### config.mk
export PLATFORM = sky130hd
export DESIGN_NAME = multi_slot_oneshot_periodic_timer
export DESIGN_NICKNAME = d
export VERILOG_FILES = /design/src/rtl/mspt_pkg.sv /design/src/rtl/mspt_ctrl.sv /design/src/rtl/mspt_dp.sv /design/src/rtl/multi_slot_oneshot_periodic_timer.sv
export SDC_FILE = /design/constraint.sdc
export NUM_CORES = 2
export LEC_CHECK = 0
export BUFFER_PORTS_ARGS = -buffer_cell sky130_fd_sc_hd__buf_2
export CAP_MARGIN = 20
export CORE_UTILIZATION = 50
export DETAILED_ROUTE_END_ITERATION = 12
export PLACE_DENSITY = 0.77
export SETUP_SLACK_MARGIN = 0.1
export SLEW_MARGIN = 20
export SYNTH_ARGS = -nofsm -noshare
export SYNTH_HDL_FRONTEND = slang
export SYNTH_SLANG_ARGS = --single-unit
### constraint.sdc
create_clock -name clk -period 7.2 [get_ports clk]
set_clock_uncertainty 0.15 [all_clocks]
set_input_delay 1.08 -clock clk [delete_from_list [all_inputs] [get_ports clk]]
set_output_delay 1.08 -clock clk [all_outputs]
set_load 0.02 [all_outputs]
### src/rtl/mspt_pkg.sv
// ----------------------------------------------------------------------------
// mspt_pkg: shared types for the multi-slot timer
// Word layouts, operation codes and the command/status bundles between the
// controller and the datapath.
// ----------------------------------------------------------------------------
package mspt_pkg;

	localparam int SLOTS_DEF = 16;
	localparam int TIME_W    = 32;
	localparam int MASK_W    = 16;
	localparam int OUT_IDX_W = 4;

	typedef enum logic [1:0] {
		OP_TICK   = 2'd0,
		OP_START  = 2'd1,
		OP_STOP   = 2'd2,
		OP_REPEAT = 2'd3
	} op_t;

	typedef struct packed {
		op_t               op;
		logic [3:0]        timer_slot;
		logic [TIME_W-1:0] first_delay;
		logic [TIME_W-1:0] period;
	} in_word_t;

	typedef struct packed {
		logic [MASK_W-1:0]    fired_mask;
		logic [OUT_IDX_W-1:0] assigned_slot;
		logic                 table_full;
		logic [TIME_W-1:0]    now_ms;
	} out_word_t;

	typedef struct packed {
		logic latch;
		logic prep;
		logic now_inc;
		logic scan_rd;
		logic idx_inc;
		logic alloc;
		logic set_full;
		logic stop_do;
		logic rep_do;
		logic out_load;
	} cmd_t;

	typedef struct packed {
		op_t  op;
		logic idx_last;
		logic cur_free;
		logic out_room;
	} status_t;

endpackage

### src/rtl/mspt_ctrl.sv
// ----------------------------------------------------------------------------
// mspt_ctrl: sequencer for the multi-slot timer
// Accepts one word, walks the slot table as the operation requires and hands
// the finished result to the output register.
// ----------------------------------------------------------------------------
module mspt_ctrl
	import mspt_pkg::*;
(
	input  logic    clk,
	input  logic    arst_n,
	input  logic    in_valid,
	output logic    in_stall,
	input  status_t status,
	output cmd_t    cmd
);

	typedef enum logic [5:0] {
		ST_IDLE   = 6'b000001,
		ST_DECODE = 6'b000010,
		ST_SCAN   = 6'b000100,
		ST_DRAIN  = 6'b001000,
		ST_FIND   = 6'b010000,
		ST_DONE   = 6'b100000
	} state_t;

	state_t state_q;
	state_t state_d;

	assign in_stall = (state_q != ST_IDLE);

	always_comb begin
		state_d = state_q;
		cmd     = '0;
		case (state_q)
			ST_IDLE: begin
				if (in_valid) begin
					cmd.latch = 1'b1;
					state_d   = ST_DECODE;
				end
			end
			ST_DECODE: begin
				cmd.prep = 1'b1;
				case (status.op)
					OP_TICK: begin
						cmd.now_inc = 1'b1;
						state_d     = ST_SCAN;
					end
					OP_START: state_d = ST_FIND;
					OP_STOP: begin
						cmd.stop_do = 1'b1;
						state_d     = ST_DONE;
					end
					OP_REPEAT: begin
						cmd.rep_do = 1'b1;
						state_d    = ST_DONE;
					end
					default: state_d = ST_DONE;
				endcase
			end
			ST_SCAN: begin
				cmd.scan_rd = 1'b1;
				if (status.idx_last) begin
					state_d = ST_DRAIN;
				end
			end
			// The last slot read is compared in this cycle.
			ST_DRAIN: state_d = ST_DONE;
			ST_FIND: begin
				if (status.cur_free) begin
					cmd.alloc = 1'b1;
					state_d   = ST_DONE;
				end else if (status.idx_last) begin
					cmd.set_full = 1'b1;
					state_d      = ST_DONE;
				end else begin
					cmd.idx_inc = 1'b1;
				end
			end
			ST_DONE: begin
				if (status.out_room) begin
					cmd.out_load = 1'b1;
					state_d      = ST_IDLE;
				end
			end
			default: state_d = ST_IDLE;
		endcase
	end

	always_ff @(posedge clk or negedge arst_n) begin
		if (!arst_n) begin
			state_q <= ST_IDLE;
		end else begin
			state_q <= state_d;
		end
	end

endmodule

### src/rtl/mspt_dp.sv
// ----------------------------------------------------------------------------
// mspt_dp: datapath of the multi-slot timer
// Time counter, slot flags, slot memories, the one-slot-per-cycle compare
// stage and the output register.
// ----------------------------------------------------------------------------
module mspt_dp
	import mspt_pkg::*;
#(
	parameter int SLOTS = SLOTS_DEF
) (
	input  logic      clk,
	input  logic      arst_n,
	input  cmd_t      cmd,
	output status_t   status,
	input  in_word_t  in_data,
	input  logic      out_stall,
	output logic      out_valid,
	output out_word_t out_data
);

	localparam int SW = (SLOTS > 1) ? $clog2(SLOTS) : 1;

	in_word_t          item_q;
	logic [TIME_W-1:0] now_q;
	logic [SW-1:0]     idx_q;
	logic [SLOTS-1:0]  slot_valid_q;
	logic [SLOTS-1:0]  slot_fired_q;

	logic [TIME_W-1:0] ref_mem [SLOTS];
	logic [TIME_W-1:0] dly_mem [SLOTS];
	logic [TIME_W-1:0] per_mem [SLOTS];

	logic              rd_s1;
	logic [SW-1:0]     idx_s1;
	logic [TIME_W-1:0] ref_s1;
	logic [TIME_W-1:0] dly_s1;
	logic [TIME_W-1:0] per_s1;

	logic [MASK_W-1:0]    mask_q;
	logic [OUT_IDX_W-1:0] assigned_q;
	logic                 full_q;
	out_word_t            out_q;
	logic                 out_valid_q;

	logic [SW-1:0]     slot_sel;
	logic              slot_hit;
	logic [TIME_W-1:0] elapsed;
	logic [TIME_W-1:0] limit;
	logic              fire;
	logic              ref_we;
	logic [SW-1:0]     ref_wa;
	logic [TIME_W-1:0] per_wd;
	logic [SW-1:0]     per_wa;
	logic              per_we;

	// A slot number beyond the table never matches a live slot.
	assign slot_sel = SW'(item_q.timer_slot);
	assign slot_hit = (32'(item_q.timer_slot) < 32'(SLOTS)) && slot_valid_q[slot_sel];

	// Before its first firing a slot counts from its start time against the
	// first delay, afterwards from its last firing against the period.
	assign elapsed = now_q - ref_s1;
	assign limit   = slot_fired_q[idx_s1] ? per_s1 : dly_s1;
	assign fire    = rd_s1 && slot_valid_q[idx_s1] && (elapsed >= limit);

	always_ff @(posedge clk) begin
		if (cmd.latch) begin
			item_q <= in_data;
		end
	end

	always_ff @(posedge clk or negedge arst_n) begin
		if (!arst_n) begin
			now_q <= '0;
		end else if (cmd.now_inc) begin
			now_q <= now_q + 1'b1;
		end
	end

	always_ff @(posedge clk or negedge arst_n) begin
		if (!arst_n) begin
			idx_q <= '0;
		end else if (cmd.prep) begin
			idx_q <= '0;
		end else if (cmd.scan_rd || cmd.idx_inc) begin
			idx_q <= SW'(idx_q + 1'b1);
		end
	end

	always_ff @(posedge clk or negedge arst_n) begin
		if (!arst_n) begin
			slot_valid_q <= '0;
			slot_fired_q <= '0;
		end else begin
			if (cmd.alloc) begin
				slot_valid_q[idx_q] <= 1'b1;
				slot_fired_q[idx_q] <= 1'b0;
			end
			if (cmd.stop_do && slot_hit) begin
				slot_valid_q[slot_sel] <= 1'b0;
			end
			if (fire) begin
				slot_fired_q[idx_s1] <= 1'b1;
			end
		end
	end

	// Reference time: written by start and by each firing.
	assign ref_we = cmd.alloc || fire;
	assign ref_wa = cmd.alloc ? idx_q : idx_s1;

	always_ff @(posedge clk) begin
		if (ref_we) begin
			ref_mem[ref_wa] <= now_q;
		end
		if (cmd.scan_rd) begin
			ref_s1 <= ref_mem[idx_q];
		end
	end

	always_ff @(posedge clk) begin
		if (cmd.alloc) begin
			dly_mem[idx_q] <= item_q.first_delay;
		end
		if (cmd.scan_rd) begin
			dly_s1 <= dly_mem[idx_q];
		end
	end

	assign per_we = cmd.alloc || (cmd.rep_do && slot_hit);
	assign per_wa = cmd.alloc ? idx_q : slot_sel;
	assign per_wd = item_q.period;

	always_ff @(posedge clk) begin
		if (per_we) begin
			per_mem[per_wa] <= per_wd;
		end
		if (cmd.scan_rd) begin
			per_s1 <= per_mem[idx_q];
		end
	end

	always_ff @(posedge clk) begin
		if (cmd.scan_rd) begin
			idx_s1 <= idx_q;
		end
	end

	always_ff @(posedge clk or negedge arst_n) begin
		if (!arst_n) begin
			rd_s1 <= 1'b0;
		end else begin
			rd_s1 <= cmd.scan_rd;
		end
	end

	always_ff @(posedge clk) begin
		if (cmd.prep) begin
			mask_q     <= '0;
			assigned_q <= '0;
			full_q     <= 1'b0;
		end else begin
			if (fire && (32'(idx_s1) < 32'(MASK_W))) begin
				mask_q[OUT_IDX_W'(idx_s1)] <= 1'b1;
			end
			if (cmd.alloc) begin
				assigned_q <= OUT_IDX_W'(idx_q);
			end
			if (cmd.set_full) begin
				full_q <= 1'b1;
			end
		end
	end

	always_ff @(posedge clk) begin
		if (cmd.out_load) begin
			out_q.fired_mask    <= mask_q;
			out_q.assigned_slot <= assigned_q;
			out_q.table_full    <= full_q;
			out_q.now_ms        <= now_q;
		end
	end

	always_ff @(posedge clk or negedge arst_n) begin
		if (!arst_n) begin
			out_valid_q <= 1'b0;
		end else if (cmd.out_load) begin
			out_valid_q <= 1'b1;
		end else if (!out_stall) begin
			out_valid_q <= 1'b0;
		end
	end

	assign out_valid = out_valid_q;
	assign out_data  = out_q;

	assign status.op       = item_q.op;
	assign status.idx_last = (idx_q == SW'(SLOTS - 1));
	assign status.cur_free = !slot_valid_q[idx_q];
	assign status.out_room = !out_valid_q || !out_stall;

endmodule

### src/rtl/multi_slot_oneshot_periodic_timer.sv
// ----------------------------------------------------------------------------
// multi_slot_oneshot_periodic_timer: table of one-shot and periodic timers
// Millisecond ticks advance the time and report the slots that fired; start,
// stop and set-repeat manage the slots.
//
//   channel   direction   handshake            word
//   in        into block  in_valid / in_stall   in_word_t
//   out       out of it   out_valid / out_stall out_word_t
//
// A tick walks the whole table in the compare stage, which visits one slot per
// cycle through the slot memories. A start looks for the lowest free slot;
// stop and set-repeat act on their named slot without a walk. One word is
// worked on at a time, and a new word is taken while the previous result
// still waits in the output register.
// Reset clears the time, the slot flags and the handshakes; the slot
// memories need no clearing. A stalled output only holds back the next result.
// ----------------------------------------------------------------------------
module multi_slot_oneshot_periodic_timer
	import mspt_pkg::*;
#(
	parameter int SLOTS = SLOTS_DEF
) (
	input  logic      clk,
	input  logic      arst_n,
	input  logic      in_valid,
	output logic      in_stall,
	input  in_word_t  in_data,
	output logic      out_valid,
	input  logic      out_stall,
	output out_word_t out_data
);

	cmd_t    cmd;
	status_t status;

	mspt_ctrl u_ctrl (
		.clk      (clk),
		.arst_n   (arst_n),
		.in_valid (in_valid),
		.in_stall (in_stall),
		.status   (status),
		.cmd      (cmd)
	);

	mspt_dp #(
		.SLOTS (SLOTS)
	) u_dp (
		.clk       (clk),
		.arst_n    (arst_n),
		.cmd       (cmd),
		.status    (status),
		.in_data   (in_data),
		.out_stall (out_stall),
		.out_valid (out_valid),
		.out_data  (out_data)
	);

endmodule

==> summary.md <==
| Metric | Value |
|---|---|
| Status | finished, final reports clean |
| Post-synthesis compound-gate area fraction | between 2 and 2.5% |
| Buf/Inv on CP | 1 |
| Largest net degree at the start of global routing | 98 |
| Final core occ | a little under three fifths |
| Post-synthesis async set-or-reset flop share | 4.09% |
| Worst R2R Start | u_dp.now_q[13] |
| Max-cap violations | 0 |
| CTS resizes | 0 |
| Headroom to the max-slew limit | between 20% and 30% |
| P per Cell Area | 297 nW/µm² |
| Crit Path Class | register to register |
| Adder-cell share of the synthesized area | 1.21% |
| Routed via count | 34,600 |
| Capturing point of the worst reg2reg path | u_dp.ref_mem[12][27] |
| Slew @ Worst Pin | about 1100 ps |
| Post-synthesis mux area share | ~16% |
| Slowest CP cell | dfrtp_1 |
| Pre-CTS WS | ~770 ps |
| Detailed Place HPWL | slightly above 90,000 µm |
| CTS H-Tree Depth | 4 |
| Die footprint | 145,000 µm² |
| Num CTS Buffers | 178 |
| CP Data Required Time | approximately 7500 ps |
| Count leader, synth | edfxtp_1 |
| Worst ir drop on vdd | 0.000220 V |
| Final nets | about 3,600 |
| Crit path max fanout | 32 |
| Placement Rows | ~140 |
| Number of stages on the worst setup path | 15 |
| Top_reg_cell synth | edfxtp_1 |
| Max incr delay on CP | 790 ps |
| Reg2Reg Depth | 15 |
| Seq. cell area | around 55,000 µm² |
| Hold Path Sink | u_dp.per_wd[28] |
| Finish-stage setup viols | 0 |
| FF-to-FF setup slack | 640 ps |
| Initial antenna violation count | 4 |
| First-pass GRT wire length | approximately 240,000 µm |
| CTS tree | yes |
| DR iter-0 viols | 4,225 |
| Min Tclk post-route | between 6000 and 7000 ps |
| Sequential area share after synthesis | 76.7% |
| Total negative slack | 0 ps |
| Hold Path Depth | 1 |
| Worst path cell trace | ha_1 -> a21oi_1 -> nand2_1 -> a21oi_1 -> o311a_1 -> a41oi_1 -> or4b_1 -> nand3_1 -> ha_1 -> nand4_1 -> or3_1 -> o41a_1 -> or4_1 -> o22ai_4 -> buf_4 |
| CP arrival | around 6800 ps |
| Post-Syn Area | 71,900 µm² |
| Xor and xnor area share after synthesis | less than 1% |
| Layout cell share with drive strength beyond 1 | between 20% and 30% |
| Total Wirelength | around 170,000 µm |
| DRC errors left | 0 |
| EDFF count, synth | about 1,800 |
| Worst skew pair latency | between 800 and 900 ps |
| Core Box Area | 142,000 µm² |
| Final Max Tran Viols | 0 |
| # clock sinks | 1,856 |
| Final-layout fill cell count | roughly 9,900 |
| Largest area contributor in the netlist | edfxtp_1 |
| RSZ-0062 raised after global routing | no |
| Number of vias per cell | 6.28 |
| Syn Area/Cell | around 22 µm² |
| Avg WL per Cell | slightly above 30 µm |
| Clk pin slew, worst setup/hold paths | ~60 ps |
| Hold Path Origin | in_data[28] |
| Gp weighted congestion | roughly 0.89 |
| Netlist cell types | 70 |
| Vias in the first global route | 35,200 |
| Commonest cells in the netlist | 1,759 x edfxtp_1, 499 x mux4_2, 95 x clkbuf_1, 93 x nand2_1, 75 x dfrtp_1 |
| Total grt overflow | 0 |
| P_leak | 24.6 nW |
| Worst setup SP type | register |
| Crit share post-route | 91.1% |
| Total Power | around 24 mW |
| Type of destination of the critical path | register |
| CP Launch Point | u_dp.now_q[13] |
| Fmax | roughly 150 MHz |
| Port bufs | roughly 130 |
| Largest family of logic cells by synthesized area | multiplexers |
| Clock Path Buffers | 3 |
| Drt pass-1 iters | 5 |
| Area occupied by multi-input gates | roughly 16,000 µm² |
| Delay-heaviest family, CP | simple AND/OR/NAND/NOR gates |
| Fin. Hold Viols | 0 |
| Post-route ant nets | 0 |
| Die Ht | around 380 µm |
| Layout area overhead | 13.1% |
| GRT Util Overall | between 20% and 30% |
| CTS root buffer | clkbuf_16 |
| Worst hold path class | primary input to register |
| Starting Density | ~51% |
| Io pins | around 130 |
| Synth area leaders | edfxtp_1 73%, mux4_2 16%, dfrtp_1 2.6% |
| Die width | between 300 and 400 µm |
| Mapped Cells | 3,231 |
| Post-Synth Simple-Gate Area | under 10% |
| Yosys Warn Count | 0 |
| FF+latch count, synth | 1,856 |
| Syn_nets | about 3,400 |
| Top cell type's share of synthesized area | 73.5% |
| Antenna cells | 0 |
| Setup WS post-layout | approximately 640 ps |
-- how the worst max path moves through the flow --
stage,end,slack [ps]
finish,u_dp.ref_mem[12][27],640
global route,u_dp.ref_mem[14][28],340
CTS,u_dp.ref_mem[12][28],720
detailed placement,u_dp.ref_mem[12][16],770
global placement,u_dp.ref_mem[12][16],870
floorplan,u_dp.ref_mem[0][0],630
-- routing by layer --
layer  vias up  GRT usage (%)  wire [µm]  share of wire [%]
met1     18300           31.3      63800                 38
met5         -              0         26              0.016
met4         4           7.82       5310                3.2
li1      14100              -          -                  -
met2      1935           38.0      83200                 50
met3       297           4.41      14800                8.9
-- kinds of logic after synthesis --
family | after synthesis
AOI/OAI and AO/OA | 214
buffers and inverters | 210
adders and majority gates | 69
xor gates and xnor gates | 64
muxes | 537
DFF | 1856
and+or+nand+nor | 281
-- what timing repair did --
| action | in CTS | in global routing |
|---|---|---|
| hold buffers | 1 | 0 |
| hold endpoints to repair | 7 | 0 |
| buffers inserted | 0 | 0 |
-- placed cells by master, fill, tap and decap left out, types with 6 or more instances in the layout --
cell type  Yosys  layout
buf_2          9     127
o22ai_1       26       9
nand3_1       29      29
nor2_4         0      14
nor2b_1       11      10
clkinv_16      0       6
xor2_1        23      23
or3_1          7       7
mux2i_1       34      34
buf_4          0      79
mux4_2       499     499
a21o_1        12      12
bufinv_16      0      15
edfxtp_1    1759    1759
nand2_1       93      93
nor2_1        54      39
o21ai_0       26      25
and3_1        13      10
a21oi_1       59      58
ha_1          68      68
nor3_1        13      13
a22o_1        28      28
clkinv_1       0      31
clkinv_2       0      35
o22a_1        12      12
clkbuf_1      95      41
dfxtp_1       21      21
nand2b_1       8       8
xnor2_1       41      41
inv_2          0      12
clkbuf_16      0     181
and2_1         7       7
dfrtp_1       75      71
nand4_1       20      20
o22ai_4        0      17
inv_1         68      55
-- area by class of cell --
| class | instances | area share [%] |
|---|---|---|
| clock buffer | 227 | 5.85 |
| sequential | 1856 | 67.9 |
| clock inverter | 101 | 1.34 |
| timing repair buffer | 212 | 1.65 |
| multi-input combinational | 1165 | 20.1 |
| tap | 1890 | 2.91 |
| inverter | 68 | 0.317 |
-- flip-flops by register name (all words and copies together), names as in the netlist, 6 cells and up --
name / cells
u_ctrl.state_q: 6
u_dp.dly_mem: 512
u_dp.dly_s1: 32
u_dp.item_q: 32
u_dp.mask_q: 16
u_dp.now_q: 32
u_dp.out_data: 53
u_dp.per_mem: 512
u_dp.per_s1: 32
u_dp.per_wd: 32
u_dp.ref_mem: 512
u_dp.ref_s1: 32
u_dp.slot_fired_q: 16
u_dp.slot_valid_q: 16
-- power by group --
group | switching [mW] | internal, mW | total [mW]
clock | 4.03 | 5.25 | 9.28
combinational | 1.10 | 1.01 | 2.11
sequential | 0.448 | 12.3 | 12.8
total | 5.57 | 18.6 | 24.2
-- worst register-to-register path: cells and delay by family, from the launching register on --
kind	cells	cell delay, ps
and+or+nand+nor	6	2180
DFF	1	790
adders and majority gates	2	640
AOI/OAI and AO/OA	6	1800
buffers and inverters	1	570
-- per-stage QoR --
step,cells,cell area (µm²),hold slack (ps)
5_1_grt,5519,81300,232
2_1_floorplan,3231,71900,258
3_5_place_dp,5190,75400,269
6_report,5519,81300,268
3_3_place_gp,5190,75400,269
4_1_cts,5519,81300,218
(Power assumes the default switching activity.)
